$ cat src/rtl/rlsw_pkg.sv
// Package for the RGB LED serial waveform block: widths, reset values,
// register offsets. No dependencies.
package rlsw_pkg;

    localparam int BITS_PER_LED = 24;
    localparam int RGB_W        = 24;
    localparam int CNT_W        = $clog2(BITS_PER_LED + 1);
    localparam int CFG_W        = 16;
    localparam int PADDR_W      = 4;
    localparam int PDATA_W      = 32;

    localparam logic [CFG_W-1:0] PERIOD_RST = CFG_W'(120);
    localparam logic [CFG_W-1:0] ZERO_RST   = CFG_W'(30);
    localparam logic [CFG_W-1:0] ONE_RST    = CFG_W'(90);

    localparam logic [1:0] REG_PERIOD_LEN = 2'd0;
    localparam logic [1:0] REG_ZERO_HIGH  = 2'd1;
    localparam logic [1:0] REG_ONE_HIGH   = 2'd2;

    localparam logic MODE_LOAD = 1'b1;

endpackage

$ cat src/rtl/rlsw_if.sv
// Stream interfaces for the waveform block: input tick channel and result channel.
// Depends on nothing.
interface rlsw_in_if;
    logic       valid;
    logic       ready;
    logic       mode;
    logic [7:0] red;
    logic [7:0] green;
    logic [7:0] blue;

    modport source (output valid, output mode, output red, output green, output blue,
                    input ready);
    modport sink   (input valid, input mode, input red, input green, input blue,
                    output ready);
endinterface

interface rlsw_res_if;
    logic valid;
    logic ready;
    logic line_level;
    logic busy_res;
    logic load_rejected;

    modport source (output valid, output line_level, output busy_res,
                    output load_rejected, input ready);
    modport sink   (input valid, input line_level, input busy_res,
                    input load_rejected, output ready);
endinterface

$ cat src/rtl/rgb_led_serial_waveform.sv
// Top level of the RGB LED serial waveform generator: APB config, tick state, result skid.
// Depends on rlsw_pkg and the interfaces in rlsw_if.sv.
// The result of a transaction is registered in the output register, or in the skid entry while the output stalls.
// Throughput: one transaction per cycle while the skid entry is empty; an output register plus
// one skid entry keep input ready while a single result waits downstream.
// Reset (synchronous, active low): state idle, counters and colour cleared,
// registers back to 120/30/90, no result pending.
module rgb_led_serial_waveform (
    input  logic                              i_clk,
    input  logic                              i_rst_n,
    input  logic                              psel,
    input  logic                              penable,
    input  logic                              pwrite,
    input  logic [rlsw_pkg::PADDR_W-1:0]      paddr,
    input  logic [rlsw_pkg::PDATA_W-1:0]      pwdata,
    output logic [rlsw_pkg::PDATA_W-1:0]      prdata,
    output logic                              pready,
    rlsw_in_if.sink                           i_in_if,
    rlsw_res_if.source                        o_res_if
);

    localparam int W = rlsw_pkg::BITS_PER_LED;

    typedef enum logic [1:0] {
        PH_IDLE,
        PH_LEAD,
        PH_BITS
    } t_phase;

    typedef struct packed {
        logic line_level;
        logic busy_res;
        logic load_rejected;
    } t_res;

    logic [rlsw_pkg::CFG_W-1:0] r_period, r_zero, r_one;
    logic                       cfg_wr;
    logic [1:0]                 reg_idx;

    t_phase                     r_phase, n_phase, eff_phase;
    logic [W-1:0]               r_colour, n_colour, eff_colour, load_colour;
    logic [rlsw_pkg::CNT_W-1:0] r_bits, n_bits, eff_bits, bits_dec;
    logic [rlsw_pkg::CFG_W-1:0] r_tick, n_tick, eff_tick, tick_inc;
    logic [rlsw_pkg::CFG_W:0]   tick_next;
    logic                       period_end;
    logic                       load_ok;
    logic [rlsw_pkg::CFG_W-1:0] high_len;
    t_res                       res;

    t_res r_out, r_skid;
    logic r_out_valid, r_skid_valid;
    logic in_fire;

    // Config port
    assign pready  = 1'b1;
    assign reg_idx = paddr[3:2];
    assign cfg_wr  = psel && penable && pwrite;

    always_comb begin
        case (reg_idx)
            rlsw_pkg::REG_PERIOD_LEN: prdata = rlsw_pkg::PDATA_W'(r_period);
            rlsw_pkg::REG_ZERO_HIGH:  prdata = rlsw_pkg::PDATA_W'(r_zero);
            rlsw_pkg::REG_ONE_HIGH:   prdata = rlsw_pkg::PDATA_W'(r_one);
            default:                  prdata = '0;
        endcase
    end

    always_ff @(posedge i_clk) begin
        if (!i_rst_n) begin
            r_period <= rlsw_pkg::PERIOD_RST;
            r_zero   <= rlsw_pkg::ZERO_RST;
            r_one    <= rlsw_pkg::ONE_RST;
        end else if (cfg_wr) begin
            case (reg_idx)
                rlsw_pkg::REG_PERIOD_LEN: r_period <= pwdata[rlsw_pkg::CFG_W-1:0];
                rlsw_pkg::REG_ZERO_HIGH:  r_zero   <= pwdata[rlsw_pkg::CFG_W-1:0];
                rlsw_pkg::REG_ONE_HIGH:   r_one    <= pwdata[rlsw_pkg::CFG_W-1:0];
                default: ;
            endcase
        end
    end

    // Tick logic
    assign in_fire     = i_in_if.valid && i_in_if.ready;
    assign load_colour = W'({i_in_if.red, i_in_if.green, i_in_if.blue});
    assign load_ok     = (i_in_if.mode == rlsw_pkg::MODE_LOAD) && (r_phase == PH_IDLE);

    assign eff_phase  = load_ok ? PH_LEAD : r_phase;
    assign eff_colour = load_ok ? load_colour : r_colour;
    assign eff_bits   = load_ok ? rlsw_pkg::CNT_W'(W) : r_bits;
    assign eff_tick   = load_ok ? '0 : r_tick;

    assign tick_next  = {1'b0, eff_tick} + 1'b1;
    assign period_end = tick_next >= {1'b0, r_period};
    assign tick_inc   = period_end ? '0 : tick_next[rlsw_pkg::CFG_W-1:0];
    assign bits_dec   = eff_bits - 1'b1;
    assign high_len   = eff_colour[W-1] ? r_one : r_zero;

    always_comb begin
        n_phase  = eff_phase;
        n_colour = eff_colour;
        n_bits   = eff_bits;
        n_tick   = eff_tick;
        res.line_level    = 1'b0;
        res.busy_res      = 1'b0;
        res.load_rejected = (i_in_if.mode == rlsw_pkg::MODE_LOAD) && !load_ok;
        case (eff_phase)
            PH_LEAD: begin
                res.busy_res = 1'b1;
                n_tick       = tick_inc;
                if (period_end) begin
                    n_phase = PH_BITS;
                end
            end
            PH_BITS: begin
                res.busy_res   = 1'b1;
                res.line_level = eff_tick < high_len;
                n_tick         = tick_inc;
                if (period_end) begin
                    n_bits   = bits_dec;
                    n_colour = {eff_colour[W-2:0], 1'b0};
                    if (bits_dec == '0) begin
                        n_phase = PH_IDLE;
                    end
                end
            end
            default: begin
                n_phase = PH_IDLE;
            end
        endcase
    end

    always_ff @(posedge i_clk) begin
        if (!i_rst_n) begin
            r_phase  <= PH_IDLE;
            r_colour <= '0;
            r_bits   <= '0;
            r_tick   <= '0;
        end else if (in_fire) begin
            r_phase  <= n_phase;
            r_colour <= n_colour;
            r_bits   <= n_bits;
            r_tick   <= n_tick;
        end
    end

    // Result register with one skid entry
    assign i_in_if.ready          = !r_skid_valid;
    assign o_res_if.valid         = r_out_valid;
    assign o_res_if.line_level    = r_out.line_level;
    assign o_res_if.busy_res      = r_out.busy_res;
    assign o_res_if.load_rejected = r_out.load_rejected;

    always_ff @(posedge i_clk) begin
        if (!i_rst_n) begin
            r_out_valid  <= 1'b0;
            r_skid_valid <= 1'b0;
        end else if (!r_out_valid || o_res_if.ready) begin
            if (r_skid_valid) begin
                r_out_valid  <= 1'b1;
                r_skid_valid <= 1'b0;
            end else begin
                r_out_valid  <= in_fire;
            end
        end else if (in_fire) begin
            r_skid_valid <= 1'b1;
        end
    end

    always_ff @(posedge i_clk) begin
        if (!r_out_valid || o_res_if.ready) begin
            if (r_skid_valid) begin
                r_out <= r_skid;
            end else if (in_fire) begin
                r_out <= res;
            end
        end else if (in_fire) begin
            r_skid <= res;
        end
    end

endmodule

$ cat src/flat_wrapper.sv
// flat-port wrapper written by rule: the top's interface ports become plain ports
module rgb_led_serial_waveform_flat 
  (i_clk, i_rst_n, psel, penable, pwrite, paddr, pwdata, prdata, pready, i_in_if_valid, i_in_if_mode, i_in_if_red, i_in_if_green, i_in_if_blue, i_in_if_ready, o_res_if_valid, o_res_if_line_level, o_res_if_busy_res, o_res_if_load_rejected, o_res_if_ready);
  rlsw_in_if i_in_if_i ();
  rlsw_res_if o_res_if_i ();
  input  logic i_clk;
  input  logic i_rst_n;
  input  logic psel;
  input  logic penable;
  input  logic pwrite;
  input  logic [rlsw_pkg::PADDR_W-1:0] paddr;
  input  logic [rlsw_pkg::PDATA_W-1:0] pwdata;
  output logic [rlsw_pkg::PDATA_W-1:0] prdata;
  output logic pready;
  input wire logic [$bits(i_in_if_i.valid)-1:0] i_in_if_valid;
  input wire logic [$bits(i_in_if_i.mode)-1:0] i_in_if_mode;
  input wire logic [$bits(i_in_if_i.red)-1:0] i_in_if_red;
  input wire logic [$bits(i_in_if_i.green)-1:0] i_in_if_green;
  input wire logic [$bits(i_in_if_i.blue)-1:0] i_in_if_blue;
  output wire logic [$bits(i_in_if_i.ready)-1:0] i_in_if_ready;
  output wire logic [$bits(o_res_if_i.valid)-1:0] o_res_if_valid;
  output wire logic [$bits(o_res_if_i.line_level)-1:0] o_res_if_line_level;
  output wire logic [$bits(o_res_if_i.busy_res)-1:0] o_res_if_busy_res;
  output wire logic [$bits(o_res_if_i.load_rejected)-1:0] o_res_if_load_rejected;
  input wire logic [$bits(o_res_if_i.ready)-1:0] o_res_if_ready;
  assign i_in_if_i.valid = i_in_if_valid;
  assign i_in_if_i.mode = i_in_if_mode;
  assign i_in_if_i.red = i_in_if_red;
  assign i_in_if_i.green = i_in_if_green;
  assign i_in_if_i.blue = i_in_if_blue;
  assign i_in_if_ready = i_in_if_i.ready;
  assign o_res_if_valid = o_res_if_i.valid;
  assign o_res_if_line_level = o_res_if_i.line_level;
  assign o_res_if_busy_res = o_res_if_i.busy_res;
  assign o_res_if_load_rejected = o_res_if_i.load_rejected;
  assign o_res_if_i.ready = o_res_if_ready;
  rgb_led_serial_waveform u_core (.i_clk(i_clk), .i_rst_n(i_rst_n), .psel(psel), .penable(penable), .pwrite(pwrite), .paddr(paddr), .pwdata(pwdata), .prdata(prdata), .pready(pready), .i_in_if(i_in_if_i), .o_res_if(o_res_if_i));
endmodule
$ cat config.mk
export PLATFORM = sky130hd
export DESIGN_NAME = rgb_led_serial_waveform_flat
export DESIGN_NICKNAME = d
export VERILOG_FILES = /design/src/rtl/rlsw_pkg.sv /design/src/rtl/rlsw_if.sv /design/src/rtl/rgb_led_serial_waveform.sv /design/src/flat_wrapper.sv
export SDC_FILE = /design/constraint.sdc
export NUM_CORES = 1
export LEC_CHECK = 0
export BUFFER_PORTS_ARGS = -buffer_cell sky130_fd_sc_hd__clkbuf_2
export CORE_MARGIN = 1.5
export CORE_UTILIZATION = 34
export DETAILED_ROUTE_END_ITERATION = 12
export GPL_ROUTABILITY_DRIVEN = 0
export GPL_TIMING_DRIVEN = 0
export PLACE_DENSITY_LB_ADDON = 0.3
export SYNTH_ARGS = -nofsm -noshare
export SYNTH_HDL_FRONTEND = slang
export SYNTH_SLANG_ARGS = --single-unit
$ cat constraint.sdc
create_clock -name i_clk -period 4.95 [get_ports i_clk]
set_clock_uncertainty 0.05 [all_clocks]
set_input_delay 0.7425 -clock i_clk [delete_from_list [all_inputs] [get_ports i_clk]]
set_output_delay 0.7425 -clock i_clk [all_outputs]
set_load 0.03 [all_outputs]
== After elaboration in Yosys (flattened, before gate mapping) ==
Index checks and enable logic that the tools add are counted.
Operators by class
  add/sub/neg operators: 2
  bitwise logic cells: 2
  reduce and logical (&&, ||, !) cells: 20
  mux-type cells: 21
  magnitude comparators: 2
  equal/unequal tests: 4
Operators with widths (number)
  2-to-1 mux 24 bit: 3
  2-to-1 mux 16 bit: 4
  one-hot mux 16 bit (3 select lines): 1
  adder 16 x 1 -> 17 bit, second input constant: 1
  >= comparator 17 x 16 -> 1 bit: 1
  < comparator 16 bit: 1
  2-to-1 mux 5 bit: 3
  AND reduction 2 bit: 5
  2-to-1 mux 2 bit: 4
  2-to-1 mux 3 bit: 2
  logical AND 1 bit: 5
  logical NOT 5 bit: 1
  subtractor 5 x 1 -> 5 bit, second input constant: 1
  equality test 2 x 1 -> 1 bit, second input constant: 2
  equality test 2 bit, second input constant: 2
  logical NOT 2 bit: 2
  one-hot mux 2 bit (2 select lines): 1
  OR reduction 2 bit: 2
  logical NOT 1 bit: 3
  2-to-1 mux 1 bit: 3
  inverter 1 bit: 2
  nonzero test 2 bit: 1
  logical OR 1 bit: 1
Storage, ports and cells
  input port bits: 68
  output and inout port bits: 38
  logic and storage cells: 66
  flip-flop bits (word level): 103

== Logic depth before layout (Yosys ltp) ==
Gate-level depths: netlist (run 1).
  depth in word-level cells: 8
  gate-level depth with buffers: 21
  mapped depth without buffers: 16

== Worst setup path after synthesis (run 1) ==
OpenSTA, ideal clock, no wires.
  path kind: input -> register
  start point: input port i_in_if_mode
  end point: register u_core.r_colour[22]
  buffers on the path: 4
  stages on the path: 19
  library setup time: 0.146 ns
  required time: 4.754 ns
  setup slack: 0.343 ns
  arrival: 4.411 ns
  cells stage by stage: or3b_1 > buf_2 > clkbuf_1 > clkbuf_1 > and2_1 > ha_1 > and3_1 > nand3_1 > or3_1 > xnor2_1 > ha_1 > nand2_1 > nor2_1 > nand2_1 > a2111oi_4 > o21bai_4 > buf_6 > a211oi_1 > a211oi_2
Between the ends
  longest elaborated chain between the ends: 6
  elaborated cells between the ends (all ways): 9
  classes of those cells: add/sub: 1; order compare: 1; eq/ne: 1; mux: 5; reduce/logical: 1
RTL lines
  start, declared: line flat_wrapper.sv:16  | input wire logic [$bits(i_in_if_i.mode)-1:0] i_in_if_mode;
  logical AND 1 bit *: line rgb_led_serial_waveform.sv:86  | assign load_ok = (i_in_if.mode == rlsw_pkg::MODE_LOAD) && (r_phase == PH_IDLE);
  2-to-1 mux 16 bit: line rgb_led_serial_waveform.sv:91  | assign eff_tick = load_ok ? '0 : r_tick;
  adder 16 x 1 -> 17 bit: line rgb_led_serial_waveform.sv:93  | assign tick_next = {1'b0, eff_tick} + 1'b1;
  >= comparator 17 x 16 -> 1 bit: line rgb_led_serial_waveform.sv:94  | assign period_end = tick_next >= {1'b0, r_period};
  2-to-1 mux 24 bit: line rgb_led_serial_waveform.sv:119  | if (period_end) begin
  2-to-1 mux 24 bit *: line rgb_led_serial_waveform.sv:107  | case (eff_phase)
  end signal, assigned: line rgb_led_serial_waveform.sv:141  | r_colour <= n_colour;
  end, declared: line rgb_led_serial_waveform.sv:41  | logic [W-1:0] r_colour, n_colour, eff_colour, load_colour;
Every way passes the cells marked *; elsewhere a longest branch is shown, timed or not.
A chain may end at the register's enable or synchronous reset.

== Worst setup path after layout (run 1) ==
  start point: input port i_in_if_mode
  end point: register u_core.r_colour[23]
Same word-level chain as after synthesis.

==> impl_metrics.xml, run 1 <==
<?xml version="1.0" encoding="UTF-8"?>
<metrics>
  <group name="final_layout">
    <metric name="finalCoreUtilization" unit="">0.403</metric>
    <metric name="fraction_of_final_layout_cells_sized_beyond_drive_strength_1" unit="">0.197</metric>
    <metric name="nets" unit="">979</metric>
    <metric name="area_growth_syn_to_layout" unit="%">16.8</metric>
    <metric name="num_antenna_cells" unit="">0</metric>
  </group>
  <group name="sta">
    <metric name="worst-slew-pin-transition" unit="ns">0.974</metric>
    <metric name="layout_min_cycle_time" unit="ns">4.74</metric>
    <metric name="finalHoldViolations" unit="">0</metric>
    <metric name="slew_headroom" unit="">0.345</metric>
    <metric name="final_max_slew_viol_count" unit="">0</metric>
    <metric name="timing.final.ws_setup" unit="ns">0.211</metric>
    <metric name="report.final.setup_viol" unit="">0</metric>
    <metric name="setup_total_negative_slack" unit="ns">0</metric>
    <metric name="setup_repair_after_global_routing_missed_its_margin" unit="">false</metric>
    <metric name="max_freq" unit="MHz">211</metric>
    <metric name="final_min_period_over_clock_period" unit="">0.957</metric>
  </group>
  <group name="worst_setup_path">
    <metric name="cp-end-kind" unit="">flop</metric>
    <metric name="cpMaxStageDelayCell" unit="">or3_1</metric>
    <metric name="cp_max_fo" unit="">10</metric>
    <metric name="reg2reg_slack" unit="ns">0.27</metric>
    <metric name="path_class" unit="">in -&gt; reg</metric>
    <metric name="timing.critical_path.buf_inv" unit="">5</metric>
    <metric name="worst_setup_path_start_kind" unit="">input port</metric>
    <metric name="max_stage_delay" unit="ns">0.37</metric>
    <metric name="required_time_at_the_worst_slack_endpoint" unit="ns">5.15</metric>
    <metric name="cpLargestDelayFamily" unit="">simple AND/OR/NAND/NOR gates</metric>
    <metric name="cp_cell_sequence" unit="">clkbuf_2 -&gt; or3b_1 -&gt; buf_2 -&gt; buf_4 -&gt; clkbuf_4 -&gt; and2_1 -&gt; ha_1 -&gt; and3_2 -&gt; nand3_1 -&gt; or3_1 -&gt; xnor2_2 -&gt; ha_1 -&gt; a21oi_1 -&gt; o21ai_0 -&gt; a221oi_2 -&gt; nand3_4 -&gt; nor2_4 -&gt; buf_4 -&gt; o211ai_1 -&gt; and3_1</metric>
    <metric name="timing.critical_path.arrival" unit="ns">4.94</metric>
  </group>
  <group name="die">
    <metric name="die-height" unit="um">140</metric>
    <metric name="initial_utilization" unit="">0.345</metric>
    <metric name="core" unit="um2">18600</metric>
    <metric name="top_level_ports" unit="">106</metric>
    <metric name="chipWidth" unit="um">140</metric>
    <metric name="die_area" unit="um2">19700</metric>
    <metric name="placement_rows" unit="">50</metric>
  </group>
  <group name="place">
    <metric name="post-place-ws" unit="ns">-0.918</metric>
    <metric name="final_hpwl_dp" unit="um">13400</metric>
    <metric name="port-buffer-count" unit="">70</metric>
  </group>
  <group name="detailed_routing">
    <metric name="wl_per_cell" unit="um">16.2</metric>
    <metric name="via_per_inst" unit="">5.19</metric>
    <metric name="routed_wirelength" unit="um">18100</metric>
    <metric name="post_route_ant_nets" unit="">0</metric>
    <metric name="drt_pass_1_iters" unit="">5</metric>
    <metric name="detailedRoute.firstIterationViolations" unit="">455</metric>
    <metric name="route.vias.total" unit="">5797</metric>
    <metric name="post-route-drc-count" unit="">0</metric>
  </group>
  <group name="synth">
    <metric name="ys.flop_type" unit="">dfxtp_1</metric>
    <metric name="synthCells" unit="">778</metric>
    <metric name="ys_async_rst_share" unit="">0</metric>
    <metric name="synthesis.area" unit="um2">6420</metric>
    <metric name="netlist-cell-type-count" unit="">51</metric>
    <metric name="yosys_warnings" unit="">0</metric>
    <metric name="post_synth.cell_area_avg" unit="um2">8.26</metric>
    <metric name="synth_enable_flop_cells" unit="">6</metric>
    <metric name="yosysSeqAreaShare" unit="">0.330</metric>
    <metric name="synth.ff_latch_count" unit="">103</metric>
  </group>
  <group name="pwr">
    <metric name="total_power" unit="mW">2.05</metric>
    <metric name="p_comb_frac" unit="">0.175</metric>
    <metric name="power_switching" unit="uW">596</metric>
    <metric name="powerDensity" unit="nW/um2">273</metric>
    <metric name="max-vdd-ir-drop" unit="mV">0.178</metric>
    <metric name="power.switching_fraction" unit="">0.291</metric>
    <metric name="p_leak" unit="nW">3.22</metric>
    <metric name="internal_power" unit="mW">1.45</metric>
    <metric name="p_clk_frac" unit="">0.393</metric>
    <metric name="seq_power_share" unit="">0.432</metric>
  </group>
  <group name="global_routing">
    <metric name="antenna_found_initial" unit="">0</metric>
    <metric name="grt_pass1_vias" unit="">5398</metric>
    <metric name="grt_max_degree" unit="">18</metric>
    <metric name="globalRouteOverflowTotal" unit="">0</metric>
    <metric name="grt_pass1_wl" unit="um">28500</metric>
    <metric name="grt_util_all_layers" unit="">0.186</metric>
  </group>
  <group name="clock_tree">
    <metric name="tritoncts_num_sinks" unit="">103</metric>
    <metric name="insertion_delay" unit="ns">0.36</metric>
    <metric name="clkTransAtPathRegs" unit="ns">0.07</metric>
    <metric name="cts_root_buffer" unit="">clkbuf_16</metric>
    <metric name="cts_tree" unit="">yes</metric>
    <metric name="tritoncts.num_buffers" unit="">9</metric>
    <metric name="cts_hold_buf" unit="">0</metric>
    <metric name="h-tree-depth" unit="">3</metric>
    <metric name="cts-root-to-sink-buffers" unit="">2</metric>
  </group>
  <group name="job">
    <metric name="max_cap_violations" unit="">0</metric>
  </group>
  <group name="hold_path">
    <metric name="hold_class" unit="">reg -&gt; reg</metric>
  </group>
  <group name="outcome">
    <metric name="run_status" unit="">finished, final reports clean</metric>
  </group>
</metrics>
Yosys cell counts, types with 2 or more instances:
| cell | instances | area, um2 |
|---|---|---|
| a211oi_1 | 2 | 15.0 |
| conb_1 | 2 | 7.51 |
| o31ai_1 | 3 | 22.5 |
| o211ai_1 | 8 | 60.1 |
| buf_1 | 3 | 11.3 |
| clkbuf_1 | 31 | 116 |
| nor2_1 | 30 | 113 |
| a211oi_2 | 40 | 500 |
| xor2_1 | 3 | 26.3 |
| nor3_1 | 12 | 60.1 |
| ha_1 | 34 | 425 |
| dfxtp_1 | 97 | 1940 |
| nand2_1 | 150 | 563 |
| buf_6 | 4 | 45.0 |
| nand2b_1 | 3 | 18.8 |
| o311a_1 | 4 | 40.0 |
| a22oi_1 | 3 | 22.5 |
| nor4_1 | 2 | 12.5 |
| or3_1 | 5 | 31.3 |
| and3_1 | 7 | 43.8 |
| mux2i_1 | 53 | 531 |
| buf_2 | 9 | 45.0 |
| a21oi_1 | 65 | 325 |
| a31oi_1 | 3 | 18.8 |
| a21o_1 | 6 | 45.0 |
| inv_1 | 28 | 105 |
| o21a_1 | 2 | 15.0 |
| edfxtp_1 | 6 | 180 |
| o32a_1 | 2 | 20.0 |
| xnor2_1 | 12 | 105 |
| nor2b_1 | 4 | 25.0 |
| nand4_1 | 9 | 56.3 |
| nand3_1 | 33 | 165 |
| buf_4 | 19 | 143 |
| and2_1 | 31 | 194 |
| o21ai_0 | 35 | 175 |
| nor3b_1 | 4 | 30.0 |
layer usage:
metal / global-route usage / wire length (um) / vias up
met2: 0.314 / 8710 / 174
met4: 0.0718 / 382 / 0
met3: 0.0226 / 867 / 23
met5: 0 / 0 / -
met1: 0.243 / 8150 / 2711
li1: - / - / 2889
power groups by stage:
stage / Clock [mW] / Combinational, mW / Sequential [mW]
floorplan: 0 / 0.241 / 0.904
global placement: 0 / 0.352 / 0.903
detailed placement: 0 / 0.354 / 0.903
finish: 0.804 / 0.357 / 0.885
CTS: 0.816 / 0.356 / 0.884
global route: 0.852 / 0.388 / 0.888
worst reg2reg max path: cells and delay by family (launching register included):
family / cells / cell delay (ns)
compound gates: 4 / 0.68
xor+xnor: 1 / 0.20
flops: 1 / 0.30
buf+inv: 5 / 1.14
fa+ha+maj: 2 / 0.52
simple gates: 8 / 1.69
final timing paths:
check / startpoint / to / depth (start not counted)
setup / recovery: i_in_if_mode / u_core.r_colour[23]$_SDFFE_PN0P_ / 20
hold / removal: u_core.r_tick[11]$_SDFFE_PN0P_ / u_core.r_tick[11]$_SDFFE_PN0P_ / 2
setup reg to reg: u_core.r_phase[1]$_SDFFE_PN0P_ / u_core.r_colour[23]$_SDFFE_PN0P_ / 20
hold reg to reg: u_core.r_tick[11]$_SDFFE_PN0P_ / u_core.r_tick[11]$_SDFFE_PN0P_ / 2
logic make-up after synthesis:
group	Yosys count	share of synthesized area
compound gates	178	0.207
xor+xnor	15	0.0204
fa+ha+maj	34	0.0662
buf+inv	94	0.0724
flops	103	0.330
mux	53	0.0826
other cells	2	0.00117
simple gates	299	0.219
state kept, by name, summed over array words and instances (netlist names):
signal and cells:
u_core.r_colour 24, u_core.r_one 16, u_core.r_period 16, u_core.r_tick 16, u_core.r_zero 16, u_core.r_bits 5
u_core.r_skid 3, u_core.r_phase 2, u_core.o_res_if.busy_res 1, u_core.o_res_if.line_level 1, u_core.o_res_if.load_rejected 1, u_core.o_res_if.valid 1
u_core.r_skid_valid 1
timing repair:
| action | 4_1_cts | 5_1_grt |
|---|---|---|
| hold endpoints to repair | 0 | 0 |
| setup buffers | 3 | 0 |
| endpoints found under the setup margin | 47 | 45 |
| pin swaps | 1 | 0 |
| resized for setup | 3 | 7 |
stage by stage:
stage,instance area [um2],cells,hold slack (ns)
finish,7500,1116,0.421
detailed placement,7120,1097,0.412
global placement,7120,1097,0.403
floorplan,6480,793,0.390
global route,7500,1116,0.437
CTS,7490,1116,0.422
cells in the final DEF, fill, tap and decap left out, drive strengths merged, types with 2 or more instances in the layout:
| cell | synthesis | routed |
|---|---|---|
| nor4 | 2 | 2 |
| ha | 34 | 34 |
| nand3 | 34 | 34 |
| a21o | 6 | 6 |
| a211oi | 42 | 42 |
| edfxtp | 6 | 6 |
| nor3b | 5 | 5 |
| clkinv | 0 | 2 |
| o31ai | 3 | 3 |
| and3 | 8 | 8 |
| o311a | 4 | 4 |
| xor2 | 3 | 3 |
| nor2b | 4 | 4 |
| nand4 | 10 | 10 |
| xnor2 | 12 | 12 |
| nand2 | 150 | 150 |
| conb | 2 | 17 |
| inv | 28 | 29 |
| clkbuf | 31 | 112 |
| dfxtp | 97 | 97 |
| a31oi | 3 | 3 |
| a22oi | 3 | 3 |
| buf | 35 | 39 |
| o21ai | 35 | 35 |
| and2 | 31 | 31 |
| a21oi | 66 | 66 |
| nor3 | 12 | 12 |
| mux2i | 53 | 53 |
| o21a | 2 | 2 |
| o32a | 2 | 2 |
| nand2b | 3 | 3 |
| nor2 | 31 | 31 |
| or3 | 5 | 5 |
| o211ai | 8 | 8 |
layout make-up:
| class | count | area [um2] |
|---|---|---|
| multi-input combinational | 596 | 3910 |
| sequential | 103 | 2120 |
| timing repair buffer | 73 | 373 |
| clock buffer | 12 | 279 |
| inverter | 28 | 105 |
| tap | 234 | 293 |
| clock inverter | 4 | 56.3 |
| buffer | 66 | 368 |
| fill | 1932 | 11100 |
Note: power is estimated with default switching activity, not from simulation.
==> inputs of run 2 (changes only) <==
--- a/config.mk
+++ b/config.mk
@@ -10,8 +10,8 @@
 export CORE_UTILIZATION = 34
 export DETAILED_ROUTE_END_ITERATION = 12
 export GPL_ROUTABILITY_DRIVEN = 0
-export GPL_TIMING_DRIVEN = 0
 export PLACE_DENSITY_LB_ADDON = 0.3
+export REMOVE_ABC_BUFFERS = 1
 export SYNTH_ARGS = -nofsm -noshare
 export SYNTH_HDL_FRONTEND = slang
 export SYNTH_SLANG_ARGS = --single-unit
==> run 2 against run 1 <==
Against the previous run:
- combinational power down 9.2%
- maximum frequency increased by 4.1%
- die area is the same
- sequential share of layout area grew 1.2 points
- final cell count down 4.6%
- global-route usage is 1.5 points lower
- hold slack lost 0.0024 ns
==> impl_metrics.xml, run 2 (synthesis results as in run 1) <==
<?xml version="1.0" encoding="UTF-8"?>
<metrics>
  <group name="clock_tree">
    <metric name="cts-root-to-sink-buffers" unit="">2</metric>
    <metric name="tritoncts_num_sinks" unit="">103</metric>
    <metric name="clkTransAtPathRegs" unit="ns">0.07</metric>
    <metric name="cts_post_setup_buffers_inserted" unit="">0</metric>
    <metric name="tritoncts.num_buffers" unit="">9</metric>
    <metric name="h-tree-depth" unit="">3</metric>
    <metric name="cts_hold_buf" unit="">0</metric>
    <metric name="insertion_delay" unit="ns">0.36</metric>
    <metric name="cts_root_buffer" unit="">clkbuf_16</metric>
    <metric name="cts_tree" unit="">yes</metric>
    <metric name="post_cts_resize_count" unit="">0</metric>
  </group>
  <group name="pwr">
    <metric name="total_power" unit="mW">1.90</metric>
    <metric name="power_switching" unit="uW">565</metric>
    <metric name="max-vdd-ir-drop" unit="mV">0.151</metric>
    <metric name="powerDensity" unit="nW/um2">264</metric>
    <metric name="power.switching_fraction" unit="">0.297</metric>
    <metric name="p_comb_frac" unit="">0.171</metric>
    <metric name="p_clk_frac" unit="">0.362</metric>
    <metric name="seq_power_share" unit="">0.468</metric>
    <metric name="internal_power" unit="mW">1.33</metric>
    <metric name="p_leak" unit="nW">3.06</metric>
  </group>
  <group name="final_layout">
    <metric name="layout.cells.non_filler" unit="">1065</metric>
    <metric name="max_flop_register" unit="">u_core.r_colour</metric>
    <metric name="fillers" unit="">1981</metric>
    <metric name="area_growth_syn_to_layout" unit="%">12.1</metric>
    <metric name="finalCoreUtilization" unit="">0.386</metric>
    <metric name="final_common_cell" unit="">nand2_1</metric>
    <metric name="most_used_cells_in_the_layout_excluding_fill_and_tap_cells" unit="">150 x nand2_1, 97 x dfxtp_1, 70 x clkbuf_2</metric>
    <metric name="fraction_of_final_layout_cells_sized_beyond_drive_strength_1" unit="">0.187</metric>
    <metric name="num_antenna_cells" unit="">0</metric>
    <metric name="nets" unit="">928</metric>
    <metric name="largest_register_ff_count" unit="">24</metric>
  </group>
  <group name="die">
    <metric name="die-height" unit="um">140</metric>
    <metric name="core" unit="um2">18600</metric>
    <metric name="chipWidth" unit="um">140</metric>
    <metric name="initial_utilization" unit="">0.345</metric>
    <metric name="placement_rows" unit="">50</metric>
    <metric name="die_area" unit="um2">19700</metric>
    <metric name="top_level_ports" unit="">106</metric>
  </group>
  <group name="sta">
    <metric name="max_freq" unit="MHz">220</metric>
    <metric name="hold-worst-slack" unit="ns">0.419</metric>
    <metric name="report.final.setup_viol" unit="">0</metric>
    <metric name="worst-slew-pin-transition" unit="ns">1.02</metric>
    <metric name="final_max_slew_viol_count" unit="">0</metric>
    <metric name="final_min_period_over_clock_period" unit="">0.919</metric>
    <metric name="finalHoldViolations" unit="">0</metric>
    <metric name="slew_headroom" unit="">0.322</metric>
    <metric name="setup_repair_after_global_routing_missed_its_margin" unit="">false</metric>
    <metric name="layout_min_cycle_time" unit="ns">4.55</metric>
  </group>
  <group name="global_routing">
    <metric name="grt_util_all_layers" unit="">0.171</metric>
    <metric name="grt_max_degree" unit="">52</metric>
    <metric name="antenna_found_initial" unit="">0</metric>
    <metric name="grt_pass1_wl" unit="um">27000</metric>
    <metric name="globalRouteOverflowTotal" unit="">0</metric>
    <metric name="grt_pass1_vias" unit="">5326</metric>
  </group>
  <group name="detailed_routing">
    <metric name="wl_per_cell" unit="um">15.3</metric>
    <metric name="via_per_inst" unit="">5.08</metric>
    <metric name="drt_pass_1_iters" unit="">4</metric>
    <metric name="routed_wirelength" unit="um">16300</metric>
    <metric name="post_route_ant_nets" unit="">0</metric>
    <metric name="route.vias.total" unit="">5413</metric>
    <metric name="detailedRoute.firstIterationViolations" unit="">273</metric>
    <metric name="post-route-drc-count" unit="">0</metric>
  </group>
  <group name="place">
    <metric name="final_hpwl_dp" unit="um">11500</metric>
    <metric name="number_of_placed_cells_counting_well_taps" unit="">1049</metric>
    <metric name="port-buffer-count" unit="">70</metric>
  </group>
  <group name="job">
    <metric name="max_cap_violations" unit="">0</metric>
  </group>
  <group name="worst_setup_path">
    <metric name="timing.critical_path.arrival" unit="ns">4.78</metric>
    <metric name="worst_setup_path_start_kind" unit="">flop</metric>
    <metric name="path_class" unit="">reg -&gt; reg</metric>
    <metric name="reg2reg_slack" unit="ns">0.40</metric>
    <metric name="cp_max_fo" unit="">19</metric>
    <metric name="cp-end-kind" unit="">flop</metric>
    <metric name="required_time_at_the_worst_slack_endpoint" unit="ns">5.18</metric>
  </group>
  <group name="hold_path">
    <metric name="hold_class" unit="">reg -&gt; reg</metric>
  </group>
  <group name="outcome">
    <metric name="run_status" unit="">finished, final reports clean</metric>
  </group>
</metrics>
-- run 2: worst max-delay path, cell delays in order, from the launching register on --
cell      delay (ns)
dfxtp_1         0.53
or3b_1          0.24
and2_1          0.19
ha_1            0.24
and3_1          0.26
nand3_1         0.14
or3_1           0.35
xnor2_1         0.23
ha_1            0.29
a21oi_1         0.13
o21ai_0         0.11
a221oi_1        0.42
nand3_4         0.19
o21bai_4        0.52
buf_4           0.29
a211oi_2        0.06
a211oi_2        0.22
-- run 2: worst paths after layout --
path,from,endpoint,cells after the start
max,u_core.r_phase[1]$_SDFFE_PN0P_,u_core.r_colour[19]$_SDFFE_PN0P_,16
min reg2reg,u_core.r_one[8]$_SDFFE_PN0P_,u_core.r_one[8]$_SDFFE_PN0P_,2
min,u_core.r_one[8]$_SDFFE_PN0P_,u_core.r_one[8]$_SDFFE_PN0P_,2
max reg2reg,u_core.r_phase[1]$_SDFFE_PN0P_,u_core.r_colour[19]$_SDFFE_PN0P_,16
-- run 2: power by group through the flow --
stage	Combinational [mW]	Clock [mW]	Sequential, mW
floorplan	0.207	0	0.907
global placement	0.327	0	0.907
detailed placement	0.328	0	0.907
CTS	0.329	0.703	0.888
global route	0.357	0.734	0.892
finish	0.324	0.686	0.888
-- run 2: metal layers --
| layer | vias to the layer above | wire, um | part of all wire | track usage |
|---|---|---|---|---|
| met5 | - | 0 | 0 | 0 |
| li1 | 2777 | - | - | - |
| met2 | 104 | 7600 | 0.47 | 0.287 |
| met1 | 2520 | 7650 | 0.47 | 0.220 |
| met4 | 0 | 195 | 0.012 | 0.0455 |
| met3 | 12 | 893 | 0.055 | 0.0417 |
-- run 2: area by class of cell --
cell class                 count  area, um2  area share
timing repair buffer          88        498      0.0691
clock buffer                  11        243      0.0337
sequential                   103       2120       0.295
multi-input combinational    596       3910       0.543
clock inverter                 5       32.5     0.00452
inverter                      28        105      0.0146
tap                          234        293      0.0406
-- run 2: through the flow --
| stage | setup slack, ns | setup TNS, ns | area, um2 |
|---|---|---|---|
| detailed placement | 0.0965 | 0 | 6930 |
| global route | 0.0424 | 0 | 7200 |
| CTS | 0.380 | 0 | 7200 |
| floorplan | -0.499 | -10.91 | 6120 |
| global placement | 0.134 | 0 | 6930 |
| finish | 0.400 | 0 | 7200 |
